--- src/rtl/frustum_cull_test_unit_defines.svh ---
// ----------------------------------------------------------------------------
// Frustum cull test unit assertion macros
// Shared assertion forms, clocked on clk and held off during reset.
// ----------------------------------------------------------------------------
`ifndef FRUSTUM_CULL_TEST_UNIT_DEFINES_SVH
`define FRUSTUM_CULL_TEST_UNIT_DEFINES_SVH

// Consequent holds in the same cycle as the antecedent
`define FCULL_ASSERT_SAME(label, ante, cons, msg) \
	label: assert property (@(posedge clk) disable iff (!arst_n) (ante) |-> (cons)) \
		else $error(msg);

// Consequent holds in the cycle after the antecedent
`define FCULL_ASSERT_NEXT(label, ante, cons, msg) \
	label: assert property (@(posedge clk) disable iff (!arst_n) (ante) |=> (cons)) \
		else $error(msg);

`endif

--- src/rtl/fcull_pkg.sv ---
// ----------------------------------------------------------------------------
// Frustum cull package
// Control word shared between the sequencer and the root/divide unit.
// ----------------------------------------------------------------------------
package fcull_pkg;

	// Start request for the shared root/divide unit
	typedef struct packed {
		logic start;
		logic sqrt_mode;
	} fcull_ctl_t;

endpackage

--- src/rtl/fcull_rsd.sv ---
// ----------------------------------------------------------------------------
// Frustum cull root/divide unit
// Restoring integer square root (2 bits a step) or division (1 bit a step)
// over one shared compare and subtract.
// ----------------------------------------------------------------------------
module fcull_rsd
	import fcull_pkg::*;
#(
	parameter int FRAC_BITS = 16
) (
	input  logic        clk,
	input  logic        arst_n,
	input  fcull_ctl_t  ctl,
	input  logic [63:0] a,       // radicand, or dividend left-aligned
	input  logic [32:0] d,       // divisor
	output logic        busy,
	output logic        done,
	output logic [63:0] res      // root or quotient, right-aligned
);

	localparam int DIV_STEPS  = 32 + FRAC_BITS;
	localparam int SQRT_STEPS = 32;

	logic        busy_q;
	logic        done_q;
	logic        mode_q;
	logic [5:0]  cnt_q;
	logic [63:0] x_q;
	logic [35:0] rem_q;
	logic [63:0] q_q;
	logic [32:0] d_q;

	logic [35:0] rem_n;
	logic [35:0] trial;
	logic        ge;
	logic [35:0] diff;

	// Bring down the next digit and form the trial subtrahend
	always_comb begin
		if (mode_q) begin
			rem_n = {rem_q[33:0], x_q[63:62]};
			trial = {q_q[33:0], 2'b01};
		end else begin
			rem_n = {rem_q[34:0], x_q[63]};
			trial = {3'b000, d_q};
		end
		ge   = rem_n >= trial;
		diff = rem_n - trial;
	end

	// Step the recurrence once a cycle
	always_ff @(posedge clk or negedge arst_n) begin
		if (!arst_n) begin
			busy_q <= 1'b0;
			done_q <= 1'b0;
			cnt_q  <= '0;
		end else begin
			done_q <= 1'b0;
			if (ctl.start) begin
				busy_q <= 1'b1;
				cnt_q  <= ctl.sqrt_mode ? 6'(SQRT_STEPS - 1) : 6'(DIV_STEPS - 1);
			end else if (busy_q) begin
				if (cnt_q == '0) begin
					busy_q <= 1'b0;
					done_q <= 1'b1;
				end else begin
					cnt_q <= cnt_q - 6'd1;
				end
			end
		end
	end

	// Datapath registers
	always_ff @(posedge clk) begin
		if (ctl.start) begin
			mode_q <= ctl.sqrt_mode;
			x_q    <= a;
			rem_q  <= '0;
			q_q    <= '0;
			d_q    <= d;
		end else if (busy_q) begin
			x_q   <= mode_q ? {x_q[61:0], 2'b00} : {x_q[62:0], 1'b0};
			rem_q <= ge ? diff : rem_n;
			q_q   <= {q_q[62:0], ge};
		end
	end

	assign busy = busy_q;
	assign done = done_q;
	assign res  = q_q;

endmodule

--- config.mk ---
export PLATFORM = sky130hd
export DESIGN_NAME = fcull_rsd
export DESIGN_NICKNAME = d
export VERILOG_FILES = /design/src/rtl/frustum_cull_test_unit_defines.svh /design/src/rtl/fcull_pkg.sv /design/src/rtl/fcull_rsd.sv
export SDC_FILE = /design/constraint.sdc
export NUM_CORES = 1
export LEC_CHECK = 0
export BUFFER_PORTS_ARGS = -buffer_cell sky130_fd_sc_hd__buf_4
export CORE_MARGIN = 2
export CORE_UTILIZATION = 59
export CTS_BUF_LIST = sky130_fd_sc_hd__clkbuf_8
export CTS_CLUSTER_SIZE = 20
export DETAILED_ROUTE_END_ITERATION = 12
export GPL_TIMING_DRIVEN = 0
export HOLD_SLACK_MARGIN = 0.03
export PLACE_DENSITY = 0.82
export SLEW_MARGIN = 20
export SYNTH_ARGS = -nofsm -noshare
export SYNTH_HDL_FRONTEND = slang
export SYNTH_SLANG_ARGS = --single-unit
--- constraint.sdc ---
create_clock -name clk -period 5.2 [get_ports clk]
set_clock_uncertainty 0.05 [all_clocks]
set_input_delay 0.52 -clock clk [delete_from_list [all_inputs] [get_ports clk]]
set_output_delay 0.52 -clock clk [all_outputs]
set_load 0.03 [all_outputs]
### Word level (Yosys, flattened, before mapping)

Cells that the tools add are included.

* register bits after elaboration: 205
* bits of input ports: 101
* output and inout bits: 66

* $add $sub $neg: 2
* $lt $le $gt $ge: 1
* equal/unequal tests: 1
* muxes and demuxes: 16
* reductions and logical operators: 3

Operator list (number)
* $mux W64: 3
* $mux W36: 2
* $ge A36 B36 Y1: 1
* $mux W35: 1
* $sub A35 B35 Y35: 1
* $mux W6: 4
* $logic_not A6 Y1: 1
* $mux W1: 6
* $sub A6 B1 Y6 const B: 1
* $ne A2 B2 Y1 const B: 1
* $reduce_and A2 Y1: 1
* $reduce_bool A2 Y1: 1

### Longest topological paths before layout

* depth after elaboration: 4
* mapped depth: 18
* mapped depth without buffers: 13

### Worst setup path after synthesis

OpenSTA, ideal clock, no wires.

* kind: register -> register
* start: register mode_q
* end: register rem_q[34]
* setup time: 116 ps
* arrival: 3905 ps
* setup slack: 1129 ps
* stages on the path, launching flop included: 17
* buffers on the path: 6
* path through: edfxtp_1 > clkbuf_1 > buf_1 > clkbuf_1 > buf_1 > mux2i_1 > ha_1 > clkbuf_1 > nand4_1 > nor4_2 > nand2_1 > nand3_1 > a211oi_2 > o31ai_4 > buf_4 > o21ai_0 > a31o_2

* longest elaborated chain between the ends: 3
* elaborated cells on any way between the ends: 5
* those cells by class: add/sub (1); order compare (1); mux (3)

RTL lines
* start, declared: line fcull_rsd.sv:26 `logic mode_q;`
* start signal, assigned: line fcull_rsd.sv:76 `mode_q <= ctl.sqrt_mode;`
* $mux W36: line fcull_rsd.sv:40 `if (mode_q) begin`
* $sub A35 B35 Y35 or $ge A36 B36 Y1 (tied branches): line fcull_rsd.sv:48, fcull_rsd.sv:47
* $mux W35 *: line fcull_rsd.sv:83 `rem_q <= ge ? diff : rem_n;`
* end signal, assigned: line fcull_rsd.sv:83
* end, declared: line fcull_rsd.sv:29 `logic [35:0] rem_q;`

Every way passes the cells marked *; elsewhere a longest branch is shown, timed or not.
A chain may end at the register's enable or synchronous reset.

### Worst setup path after layout

* start: register mode_q
* end: register rem_q[31]

Same word-level chain as after synthesis.

==> impl_metrics.ini <==
[status]
status = complete, no violations

[floorplanning]
io_pins = 167
num_rows = 49
die_area_um2 = 19700
fp.dieH_um = 140
coreArea_um2 = 18100
die_w_um = 140
initial_core_util = 0.607

[detailed_routing]
final_antenna_net_count = 0
initialDrtViolationCount = 655
drc = 0
routedWlPerCell_um = 18.0
viasPerCell = 5.83
firstDrtPassIters = 5
routed_wl_mm = 27.8
num_vias = 8972

[synthesis]
synth-edff-count = 98
postSynthCellCount = 1078
synth-seq-area-share = 0.467
ys_seq_elements = 205
yosys_most_used_dff = dfxtp_1
synthArstFlopShare = 0.0390
syn_area_per_cell_um2 = 10.2
ys_types = 58
syn_area_um2 = 11000
synth_warnings = 0
syn-num-nets = 1218

[min_path]
hold_path_depth = 1
min_path_type = input port to flop

[worst_setup_path]
arrival_ns = 5.05
r2r-start = mode_q
cp_slowest_cell = a2111o_1
max_stage_delay_ns = 0.54
cp-end-kind = flop
start_kind = flop
required_ns = 5.59
critPathLaunch = mode_q
cp-endpoint = rem_q[31]
r2r_cells = 14
worstPathCellList = clkbuf_1, buf_2, clkbuf_2, mux2i_1, ha_1, a21oi_1, nand2b_1, nand3b_1, a2111o_1, a31oi_1, o32a_1, xnor2_1, mux2i_1, a211oi_1
rr_endpoint = rem_q[31]
crit_type = flop to flop
crit_top_cell = mux2i_1
worstPathMaxFanout = 19
reg2reg_slack_ns = 0.54

[place]
gp_congestion = 0.978
post-dp-hpwl_mm = 20.0
numPortBuffers = 166
place_area_um2 = 12500
dp_slack_ns = -0.373

[timing]
fin_crit_sh = 0.896
relSlewSlack = 0.437
setup_violations = 0
fin_hold_ws_ns = 0.111
hold_violations = 0
fmaxAchievable_mhz = 215
worst_slew_pin_slew_ns = 0.844
min_period_ns = 4.66
finalMaxSlewViolations = 0
rsz0062_at_grt = false
layout_setup_ws_ns = 0.542

[cells_and_area]
final_cell_mix = mux2i_1, buf_4, nor2_1
antenna_cells = 0
layout_commonest_cell = mux2i_1
synthToLayoutAreaGrowth_pct = 20.9
fin_nets = 1423
layout-drive-gt1-share = 0.217
num-fill-cells = 1315
final_area_um2 = 13300
multi_input_area_um2 = 5510
regArea_um2 = 5120

[clocking]
clock_latency_ns = 0.53
cts_root_buf = clkbuf_8
cts_buffers = 36
cts_tree = built
cts_buffer_depth = 3
clock-sinks = 205
htreeDepth = 2
path_clk_slew_ns = 0.07

[global_route]
grt_max_degree = 52
grt_pass1_vias = 8829
grt_antenna_before_repair = 0
grt_overflow = 0
grtUsageTotal = 0.277
grt_pass1_wl_mm = 44.1

[pwr]
ir_drop_mv = 0.293
power.total_w = 0.00564
p_leak_nw = 6.20
power.density_nw_per_um2 = 425

[flow_run]
drv_cap = 0
state kept, by name, indices dropped and copies added (netlist names):
register  count
cnt_q         6
done          1
busy          1
x_q          64
mode_q        1
rem_q        35
d_q          33
res          64
logic make-up (layout without fill, tap and decap cells):
logic type / count (synthesis) / count (layout) / share of synthesized area
multiplexers: 207 / 207 / 0.193
AO/OA/AOI/OAI: 230 / 230 / 0.129
XOR/XNOR: 34 / 34 / 0.0271
buffers and inverters: 82 / 315 / 0.0305
adder cells (fa/ha/maj): 39 / 39 / 0.0452
AND/OR/NAND/NOR: 281 / 281 / 0.108
flip-flops: 205 / 205 / 0.467
report_power, final:
group / switching (W) / internal [W]
registers: 0.000103 / 0.00188
logic: 0.00126 / 0.000943
clock network: 0.000686 / 0.000773
total: 0.00204 / 0.00359
per-stage QoR:
stage,setup TNS (ns),utilization,instances
2_1_floorplan,0,-,1078
3_3_place_gp,-10.34,0.691,1473
3_5_place_dp,-10.31,0.693,1474
4_1_cts,0,0.734,1541
5_1_grt,0,0.733,1540
6_report,0,0.733,1540
layer usage:
layer  vias up  GRT usage  part of all wire
li1       4330          -                 -
met1      4256      0.367              0.44
met2       330      0.450              0.47
met3        56     0.0687             0.074
met4         0     0.0872             0.025
met5         -          0                 0
worst min path at each step:
stage,startpoint,end,slack [ns]
final,d[17],d_q[17],0.11
after global routing,d[18],d_q[18],0.1
after CTS,d[17],d_q[17],0.09
after detailed placement,arst_n,busy,0.29
after global placement,arst_n,busy,0.29
after floorplan,arst_n,busy,0.17
cells in the mapped netlist, types with 4 or more instances:
library cell | n | area (µm²)
nand2_1 | 111 | 417
buf_1 | 5 | 18.8
mux2i_1 | 172 | 1720
a21o_1 | 10 | 75.1
and2_1 | 4 | 25.0
o21ai_0 | 106 | 531
buf_2 | 9 | 45.0
nor2_1 | 120 | 450
clkbuf_1 | 49 | 184
o21a_1 | 7 | 52.6
o31ai_1 | 4 | 30.0
o21bai_1 | 5 | 37.5
ha_1 | 38 | 475
a211oi_1 | 27 | 203
nand4_1 | 10 | 62.6
a22o_1 | 4 | 35.0
inv_1 | 16 | 60.1
xor2_1 | 17 | 149
edfxtp_1 | 98 | 2940
dfxtp_1 | 99 | 1980
xnor2_1 | 17 | 149
a31oi_1 | 4 | 25.0
nand2b_1 | 5 | 31.3
dfrtp_1 | 8 | 200
nand3_1 | 10 | 50.1
nor3_1 | 4 | 20.0
a21oi_1 | 40 | 200
mux2_2 | 35 | 394
layout make-up:
cell class | instances | share of cell area
plain buffers | 65 | 0.0212
clock buffers | 44 | 0.0457
clock inverters | 22 | 0.00765
inverters | 16 | 0.00472
multi-input cells | 791 | 0.416
flip-flops and latches | 205 | 0.387
well taps | 229 | 0.0216
repair buffers | 168 | 0.0968
worst max-delay path, delay by kind of cell, from the launching register on:
family | cells | cell delay (ns)
adder cells (fa/ha/maj) | 1 | 0.31
AND/OR/NAND/NOR | 2 | 0.36
XOR/XNOR | 1 | 0.12
AO/OA/AOI/OAI | 5 | 1.67
multiplexers | 2 | 0.35
flip-flops | 1 | 0.32
buffers and inverters | 3 | 1.37
timing repair:
action,in CTS,in global routing
pin swaps,0,0
hold buffers,1,0
setup buffers,0,0
gates resized for setup,7,6
setup endpoints to repair,36,33
endpoints found under the hold margin,8,0
(Power assumes the default switching activity.)
