===== config.mk =====
export PLATFORM = sky130hd
export DESIGN_NAME = fcull_ram
export DESIGN_NICKNAME = d
export VERILOG_FILES = /design/src/rtl/frustum_cull_test_unit_defines.svh /design/src/rtl/fcull_ram.sv
export SDC_FILE = /design/constraint.sdc
export NUM_CORES = 1
export LEC_CHECK = 0
export ABC_AREA = 1
export BUFFER_PORTS_ARGS = -buffer_cell sky130_fd_sc_hd__clkbuf_2
export CORE_MARGIN = 10
export CORE_UTILIZATION = 60
export DETAILED_ROUTE_END_ITERATION = 16
export HOLD_SLACK_MARGIN = 0.03
export PLACE_DENSITY = 0.75
export SYNTH_ARGS = -nofsm -noshare
export SYNTH_HDL_FRONTEND = slang
export SYNTH_SLANG_ARGS = --single-unit

===== constraint.sdc =====
create_clock -name clk -period 5.05 [get_ports clk]
set_input_delay 0.7575 -clock clk [delete_from_list [all_inputs] [get_ports clk]]
set_output_delay 0.7575 -clock clk [all_outputs]
set_load 0.02 [all_outputs]

===== src/rtl/frustum_cull_test_unit_defines.svh =====
// ----------------------------------------------------------------------------
// Frustum cull test unit assertion macros
// Shared assertion forms, clocked on clk and held off during reset.
// ----------------------------------------------------------------------------
`ifndef FRUSTUM_CULL_TEST_UNIT_DEFINES_SVH
`define FRUSTUM_CULL_TEST_UNIT_DEFINES_SVH

// Consequent holds in the same cycle as the antecedent
`define FCULL_ASSERT_SAME(label, ante, cons, msg) \
	label: assert property (@(posedge clk) disable iff (!arst_n) (ante) |-> (cons)) \
		else $error(msg);

// Consequent holds in the cycle after the antecedent
`define FCULL_ASSERT_NEXT(label, ante, cons, msg) \
	label: assert property (@(posedge clk) disable iff (!arst_n) (ante) |=> (cons)) \
		else $error(msg);

`endif


===== src/rtl/fcull_ram.sv =====
// ----------------------------------------------------------------------------
// Frustum cull generic RAM
// One write port, one read port, registered read data.
// ----------------------------------------------------------------------------
module fcull_ram #(
	parameter int WIDTH = 32,
	parameter int DEPTH = 24
) (
	input  logic                     clk,
	input  logic                     we,
	input  logic [$clog2(DEPTH)-1:0] waddr,
	input  logic [WIDTH-1:0]         wdata,
	input  logic [$clog2(DEPTH)-1:0] raddr,
	output logic [WIDTH-1:0]         rdata
);

	logic [WIDTH-1:0] mem_q [DEPTH];

	// Write one word, read one word through a registered output
	always_ff @(posedge clk) begin
		if (we) begin
			mem_q[waddr] <= wdata;
		end
		rdata <= mem_q[raddr];
	end

endmodule


Word-level counts from Yosys, hierarchy flattened. Memory sizes are Yosys's and may differ from the RTL's. A register that Yosys moved wholly into a read port is not among the register bits. Cells that the tools add are included.

Muxes and demuxes: 2.

Operators by type and width (number): $mux W1 (2).

Flip-flop bits (word level): 0. Memory bits (writable): 768. Input bits: 44. Output and inout port bits: 32. Logic and storage cells: 3. Memories: 1.

Memories: mem_q (depth 24, bits a word 32, read ports 1, clocked after memory_dff 1, wr ports 1, line fcull_ram.sv:17) `logic [WIDTH-1:0] mem_q [DEPTH];`.

Logic depth before layout (Yosys ltp). Gate-level depths: netlist of the first run.

Depth after elaboration: 2. Depth in mapped cells: 12. Gate-level depth less buffers: 9.

Least setup slack after synthesis of the first run. Ideal clock, no wire load.

Path kind: in2reg. From: input waddr[1]. To: memory mem_q[17][0], enable pin. Setup time: 0.421 ns. Arrival time: 2.382 ns. Data required time: 4.629 ns. Slack: 2.247 ns. Cell stages on the path: 3. Path buffers: 0. Cells stage by stage: inv_1 nand3_1 nor2_1.

RTL lines: start: declaration (line fcull_ram.sv:11) `input logic [$clog2(DEPTH)-1:0] waddr,`; end: declaration (line fcull_ram.sv:17).

Straight into the memory's write port.

==> flow_summary.yaml, run 1 <==
run_status:
  run_status: "finished clean"
critical_path:
  stage_delay_of_the_slowest_cell_on_the_critical_path_ns: 0.82
  critPathSlowestCell: "sky130_fd_sc_hd__buf_12"
  startpoint_type: "input port"
  worst_ep_arrival_time_ns: 3.16
  critical_path.max_fanout: 255
  worst-r2r-setup-slack_ns: 3.79
  setup.worst_path.class: "input port to register"
  worstPathRequired_ns: 5.61
  crit_chain: "buf_8 > buf_12 > o21ai_0 > o211ai_1 > nand3_1 > nand2_1"
  kind_of_end_point_of_the_critical_path: "register"
  r2r_cells: 8
cts:
  clkSinkCount: 800
  maximum_level_of_the_cts_h_tree: 3
  postCtsSetupRepairBufs: 0
  cts-buffers-inserted: 76
  clk_pin_slew_worst_paths_ns: 0.06
  clock_tree.buffer_depth: 3
  clk-insertion-delay-late_ns: 0.62
  cts.root.buffer_cell: "sky130_fd_sc_hd__clkbuf_16"
  tritoncts: "built"
  cts_resized: 0
  cts.hold.buffers_added: 0
synthesis:
  syn_area_sq_um: 32900
  netlist-cell-type-count: 17
  avgSynthCellArea_sq_um: 11.2
  ys_seq_elements: 800
  yosysWarnings: 0
  mapped_nets: 2970
  register_area_share_after_synthesis: 0.721
  postSynthCellCount: 2926
routing:
  drtIter0Drc: 2628
  vias: 21700
  drt_wl_total_mm: 82.7
  dr.pass1.iters: 6
  drt-wirelength-per-cell_microns: 22.3
  drc: 0
  final_antenna_net_count: 0
  detail_route.vias_per_cell: 5.85
sta:
  rsz0062_at_grt: "no"
  hold_violations: 0
  post-route-period-util: 0.515
  slew_headroom: 0.0911
  timing_worst_slew_pin_value_ns: 1.36
  timing.final.setup_violations: 0
  max_freq_ghz: 0.385
  slew_violations: 0
  timing.setup.tns_ns: 0
  finalClockSkew_ns: 0.0193
  finalCriticalPeriod_ns: 2.60
final_layout:
  mostFrequentLayoutCells: "768 x sky130_fd_sc_hd__edfxtp_1, 737 x sky130_fd_sc_hd__nand2_1, 424 x sky130_fd_sc_hd__nand3_1"
  commonest_non_fill_non_tap_cell_in_the_layout: "sky130_fd_sc_hd__edfxtp_1"
  nNetsFinal: 3002
  fill_cells: 3750
  post_route_cells_drive_above_1_share: 0.0831
  finish.utilization: 0.673
  area_growth_pct: 10.5
floorplan:
  core_area_sq_um: 54000
  core.rowCount: 85
  io_pins: 76
  initial_util: 0.609
  die_h_microns: 254
  dieWidth_microns: 254
  die_area_sq_um: 64600
power_and_ir_drop:
  leakagePower_nw: 14.4
  total_power_mw: 13.9
  pwr_density_cell_nw_per_um2: 383
  ir_drop_mv: 0.479
hold_path:
  cell_count_of_the_worst_hold_path: 4
  hold_path.class: "register to register"
placed_design:
  hpwl_mm: 44.7
  routability_cong: 0.819
  port_buffers: 75
grt:
  grt_overflow_total: 0
  antenna_found_initial: 2
  grt_max_degree: 256
  grt_first_pass_wirelength_mm: 125
  grt_pass1_vias: 21100
  grt_util_all_layers: 0.256
flow_run:
  max_cap_viol_count: 0
## final cells by class
type,count,area [sq um],area share
Antenna cell,1,2.50,0.0000688
Clock buffer,113,2200,0.0606
Clock inverter,26,278,0.00764
Inverter,393,1500,0.0411
Multi-Input combinational cell,1571,7010,0.193
Sequential cell,800,23700,0.652
Tap cell,696,871,0.0240
Timing Repair Buffer,116,790,0.0217
## critical path, delay by kind of cell
kind / cells / cell delay [ns]
buf+inv: 2 / 1.24
compound gates: 2 / 0.66
simple gates: 2 / 0.22
## kinds of logic after synthesis
group                  count (synthesis)  share of synthesized area
buffers and inverters                555                     0.0717
AND/OR/NAND/NOR                     1379                      0.174
flip-flops                           800                      0.721
AO/OA/AOI/OAI                        192                     0.0341
## synth_stat cells
library cell / count / area [sq um]
sky130_fd_sc_hd__o211ai_1: 64 / 480
sky130_fd_sc_hd__nand3b_1: 1 / 7.51
sky130_fd_sc_hd__buf_4: 11 / 82.6
sky130_fd_sc_hd__edfxtp_1: 768 / 23100
sky130_fd_sc_hd__nand3_1: 424 / 2120
sky130_fd_sc_hd__inv_4: 1 / 6.26
sky130_fd_sc_hd__buf_6: 22 / 248
sky130_fd_sc_hd__buf_2: 52 / 260
sky130_fd_sc_hd__clkinv_1: 1 / 3.75
sky130_fd_sc_hd__o21ai_0: 111 / 556
sky130_fd_sc_hd__inv_1: 391 / 1470
sky130_fd_sc_hd__o21ai_1: 17 / 85.1
sky130_fd_sc_hd__nand2_1: 737 / 2770
sky130_fd_sc_hd__clkbuf_1: 49 / 184
sky130_fd_sc_hd__buf_1: 28 / 105
sky130_fd_sc_hd__nor2_1: 217 / 815
sky130_fd_sc_hd__dfxtp_1: 32 / 641
## state kept, by name, indices dropped and copies added (netlist names)
signal	cells
rdata	32
mem_q	768
## report_power, final
group          internal, mW  switching (mW)  leakage, nW
Clock                  3.33            2.34         1.22
Combinational         0.210           0.629         5.96
Sequential             7.38          0.0433         7.19
## routing by layer
metal | up-vias | wire length (microns) | track usage | part of all wire
li1 | 9855 | - | - | -
met1 | 10500 | 31600 | 0.340 | 0.38
met2 | 1234 | 39800 | 0.416 | 0.48
met3 | 185 | 8290 | 0.0414 | 0.10
met4 | 0 | 3030 | 0.114 | 0.037
met5 | - | 0 | 0 | 0
## worst paths after layout
path	from	endpoint
worst max register to register	mem_q[3][29]	rdata[29]
worst min-delay path	mem_q[23][23]	rdata[23]
worst max-delay path	raddr[0]	rdata[12]
worst min register to register	mem_q[23][23]	rdata[23]
## per-stage QoR
| stage | worst slack [ns] | hold WS (ns) | cell area, sq um | std cells |
|---|---|---|---|---|
| 6_report | 2.45 | 0.609 | 36400 | 3716 |
| 3_3_place_gp | 1.92 | 0.599 | 33800 | 3574 |
| 5_1_grt | 2.39 | 0.654 | 36400 | 3716 |
| 3_5_place_dp | 1.95 | 0.601 | 33900 | 3575 |
| 2_1_floorplan | 2.25 | 0.561 | 32900 | 2926 |
| 4_1_cts | 2.56 | 0.616 | 36300 | 3714 |
Note: power is estimated with default switching activity, not from simulation.
==> run 2, diff against run 1 <==
CORE_UTILIZATION = 56   (was 60)
PLACE_DENSITY = 0.73   (was 0.75)
clock period = 2.2 ns   (was 5.05 ns; I/O delays follow)
==> run 2 against run 1 <==
Effect of this change: sequential share of layout area shrank 1.8 points; combinational power grew 140%; setup slack lost 2.0 ns; wire length grew 0.11%; global-route usage shrank 2.2 points; clock power grew 140%; clock skew grew 0.0013 ns; critical path type is now register to output pin; largest cell class unchanged; highest routed layer is now met5.
==> flow_summary.yaml, run 2 (synthesis gave the netlist of run 1 again) <==
final_layout:
  largest_register_ffs: 768
  biggestRegsByFlops: "mem_q: 768 flops, rdata: 32 flops"
  commonest_non_fill_non_tap_cell_in_the_layout: "sky130_fd_sc_hd__edfxtp_1"
  fill_cells: 4141
  finish.utilization: 0.645
  area_growth_pct: 13.6
  mostFrequentLayoutCells: "768 x sky130_fd_sc_hd__edfxtp_1, 737 x sky130_fd_sc_hd__nand2_1, 424 x sky130_fd_sc_hd__nand3_1"
  nNetsFinal: 3042
  antenna_cells: 0
  instances_no_fill: 3827
  post_route_cells_drive_above_1_share: 0.0993
  max_flop_register: "mem_q"
grt:
  grt_first_pass_wirelength_mm: 125
  grt_util_all_layers: 0.234
  grt_pass1_vias: 21300
  grt.busiest_layer: "met2"
  antenna_found_initial: 4
  grt_max_degree: 116
  grt_overflow_total: 0
  globalRouteMet3Util: 0.0405
  grt_use_met1: 0.310
  grt_use_met2: 0.379
placed_design:
  routability_cong: 0.807
  hpwl_mm: 44.2
  placed_cells: 3683
  port_buffers: 75
power_and_ir_drop:
  total_power_mw: 32.6
  pwr_density_cell_nw_per_um2: 872
  ir_drop_mv: 0.812
  leakagePower_nw: 14.8
critical_path:
  critical_path_depth: 1
  startpoint_type: "register"
  worst_ep_arrival_time_ns: 1.37
  crit_chain: "clkbuf_2"
  setup.worst_path.class: "register to output pin"
  r2r_cells: 4
  critical-path-top-delay-family: "flip-flops"
  kind_of_end_point_of_the_critical_path: "output pin"
  critPathSlowestCell: "sky130_fd_sc_hd__dfxtp_1"
  stage_delay_of_the_slowest_cell_on_the_critical_path_ns: 0.50
  worstPathRequired_ns: 1.87
  setup.worst_path.start: "rdata[23]"
  regToRegStartpoint: "mem_q[17][12]"
  critical_path.max_fanout: 1
  critical_path_buf_inv_count: 1
routing:
  drc: 0
  drtIter0Drc: 2501
  drt-wirelength-per-cell_microns: 21.6
  drt_wl_total_mm: 82.8
  dr.pass1.iters: 5
  final_antenna_net_count: 0
  detail_route.vias_per_cell: 5.70
  vias: 21800
cts:
  cts.hold.buffers_added: 0
  clkSinkCount: 800
  clk-insertion-delay-late_ns: 0.63
  clk_pin_slew_worst_paths_ns: 0.06
  cts_resized: 0
  maximum_level_of_the_cts_h_tree: 3
  clock_tree.buffer_depth: 3
  postCtsSetupRepairBufs: 0
  cts.root.buffer_cell: "sky130_fd_sc_hd__clkbuf_16"
  cts-buffers-inserted: 78
  tritoncts: "built"
sta:
  slew_violations: 0
  timing.final.setup_violations: 0
  timing.setup.tns_ns: 0
  max_freq_ghz: 0.588
  post-route-period-util: 0.774
  slew_headroom: 0.577
  timing_worst_slew_pin_value_ns: 0.634
  hold_violations: 0
  rsz0062_at_grt: "no"
  finalClockSkew_ns: 0.0206
  finalCriticalPeriod_ns: 1.70
hold_path:
  worst_hold_startpoint: "raddr[3]"
  hold_path.class: "input port to register"
  cell_count_of_the_worst_hold_path: 5
run_status:
  run_status: "finished clean"
floorplan:
  core_area_sq_um: 57900
  die_area_sq_um: 68800
  io_pins: 76
  initial_util: 0.568
  die_h_microns: 262
  dieWidth_microns: 262
  core.rowCount: 88
flow_run:
  max_cap_viol_count: 0
## run 2: metrics by stage
step | area, sq um | setup WS [ns] | hold slack (ns)
6_report | 37400 | 0.498 | 0.223
5_1_grt | 37400 | 0.483 | 0.235
4_1_cts | 37400 | 0.463 | 0.199
3_5_place_dp | 34700 | 0.386 | 0.603
3_3_place_gp | 34700 | 0.412 | 0.594
2_1_floorplan | 32900 | -0.175 | 0.429
## run 2: metal layers
layer / vias to the layer above / share of wire
met2: 1167 / 0.48
met1: 10500 / 0.39
met3: 201 / 0.096
met5: - / 0.00069
met4: 8 / 0.034
li1: 9929 / -
## run 2: power breakdown
part	switching, mW	internal, mW	leakage (nW)
Clock	5.64	7.95	1.28
Sequential	0.105	16.9	7.19
Combinational	1.44	0.558	6.30
Total	7.18	25.4	14.8
## run 2: cell type report
cell class	count	area, sq um	share of cell area
well taps	765	957	0.0256
repair buffers	154	1580	0.0421
clock inverters	42	422	0.0113
multi-input cells	1571	7010	0.188
inverters	393	1500	0.0400
flip-flops and latches	800	23700	0.634
clock buffers	102	2220	0.0593
## run 2: final timing paths
path	end	slack, ns
worst min register to register	rdata[20]	0.61
worst max register to register	rdata[12]	1.02
worst min-delay path	rdata[3]	0.22
worst max-delay path	rdata[23]	0.50
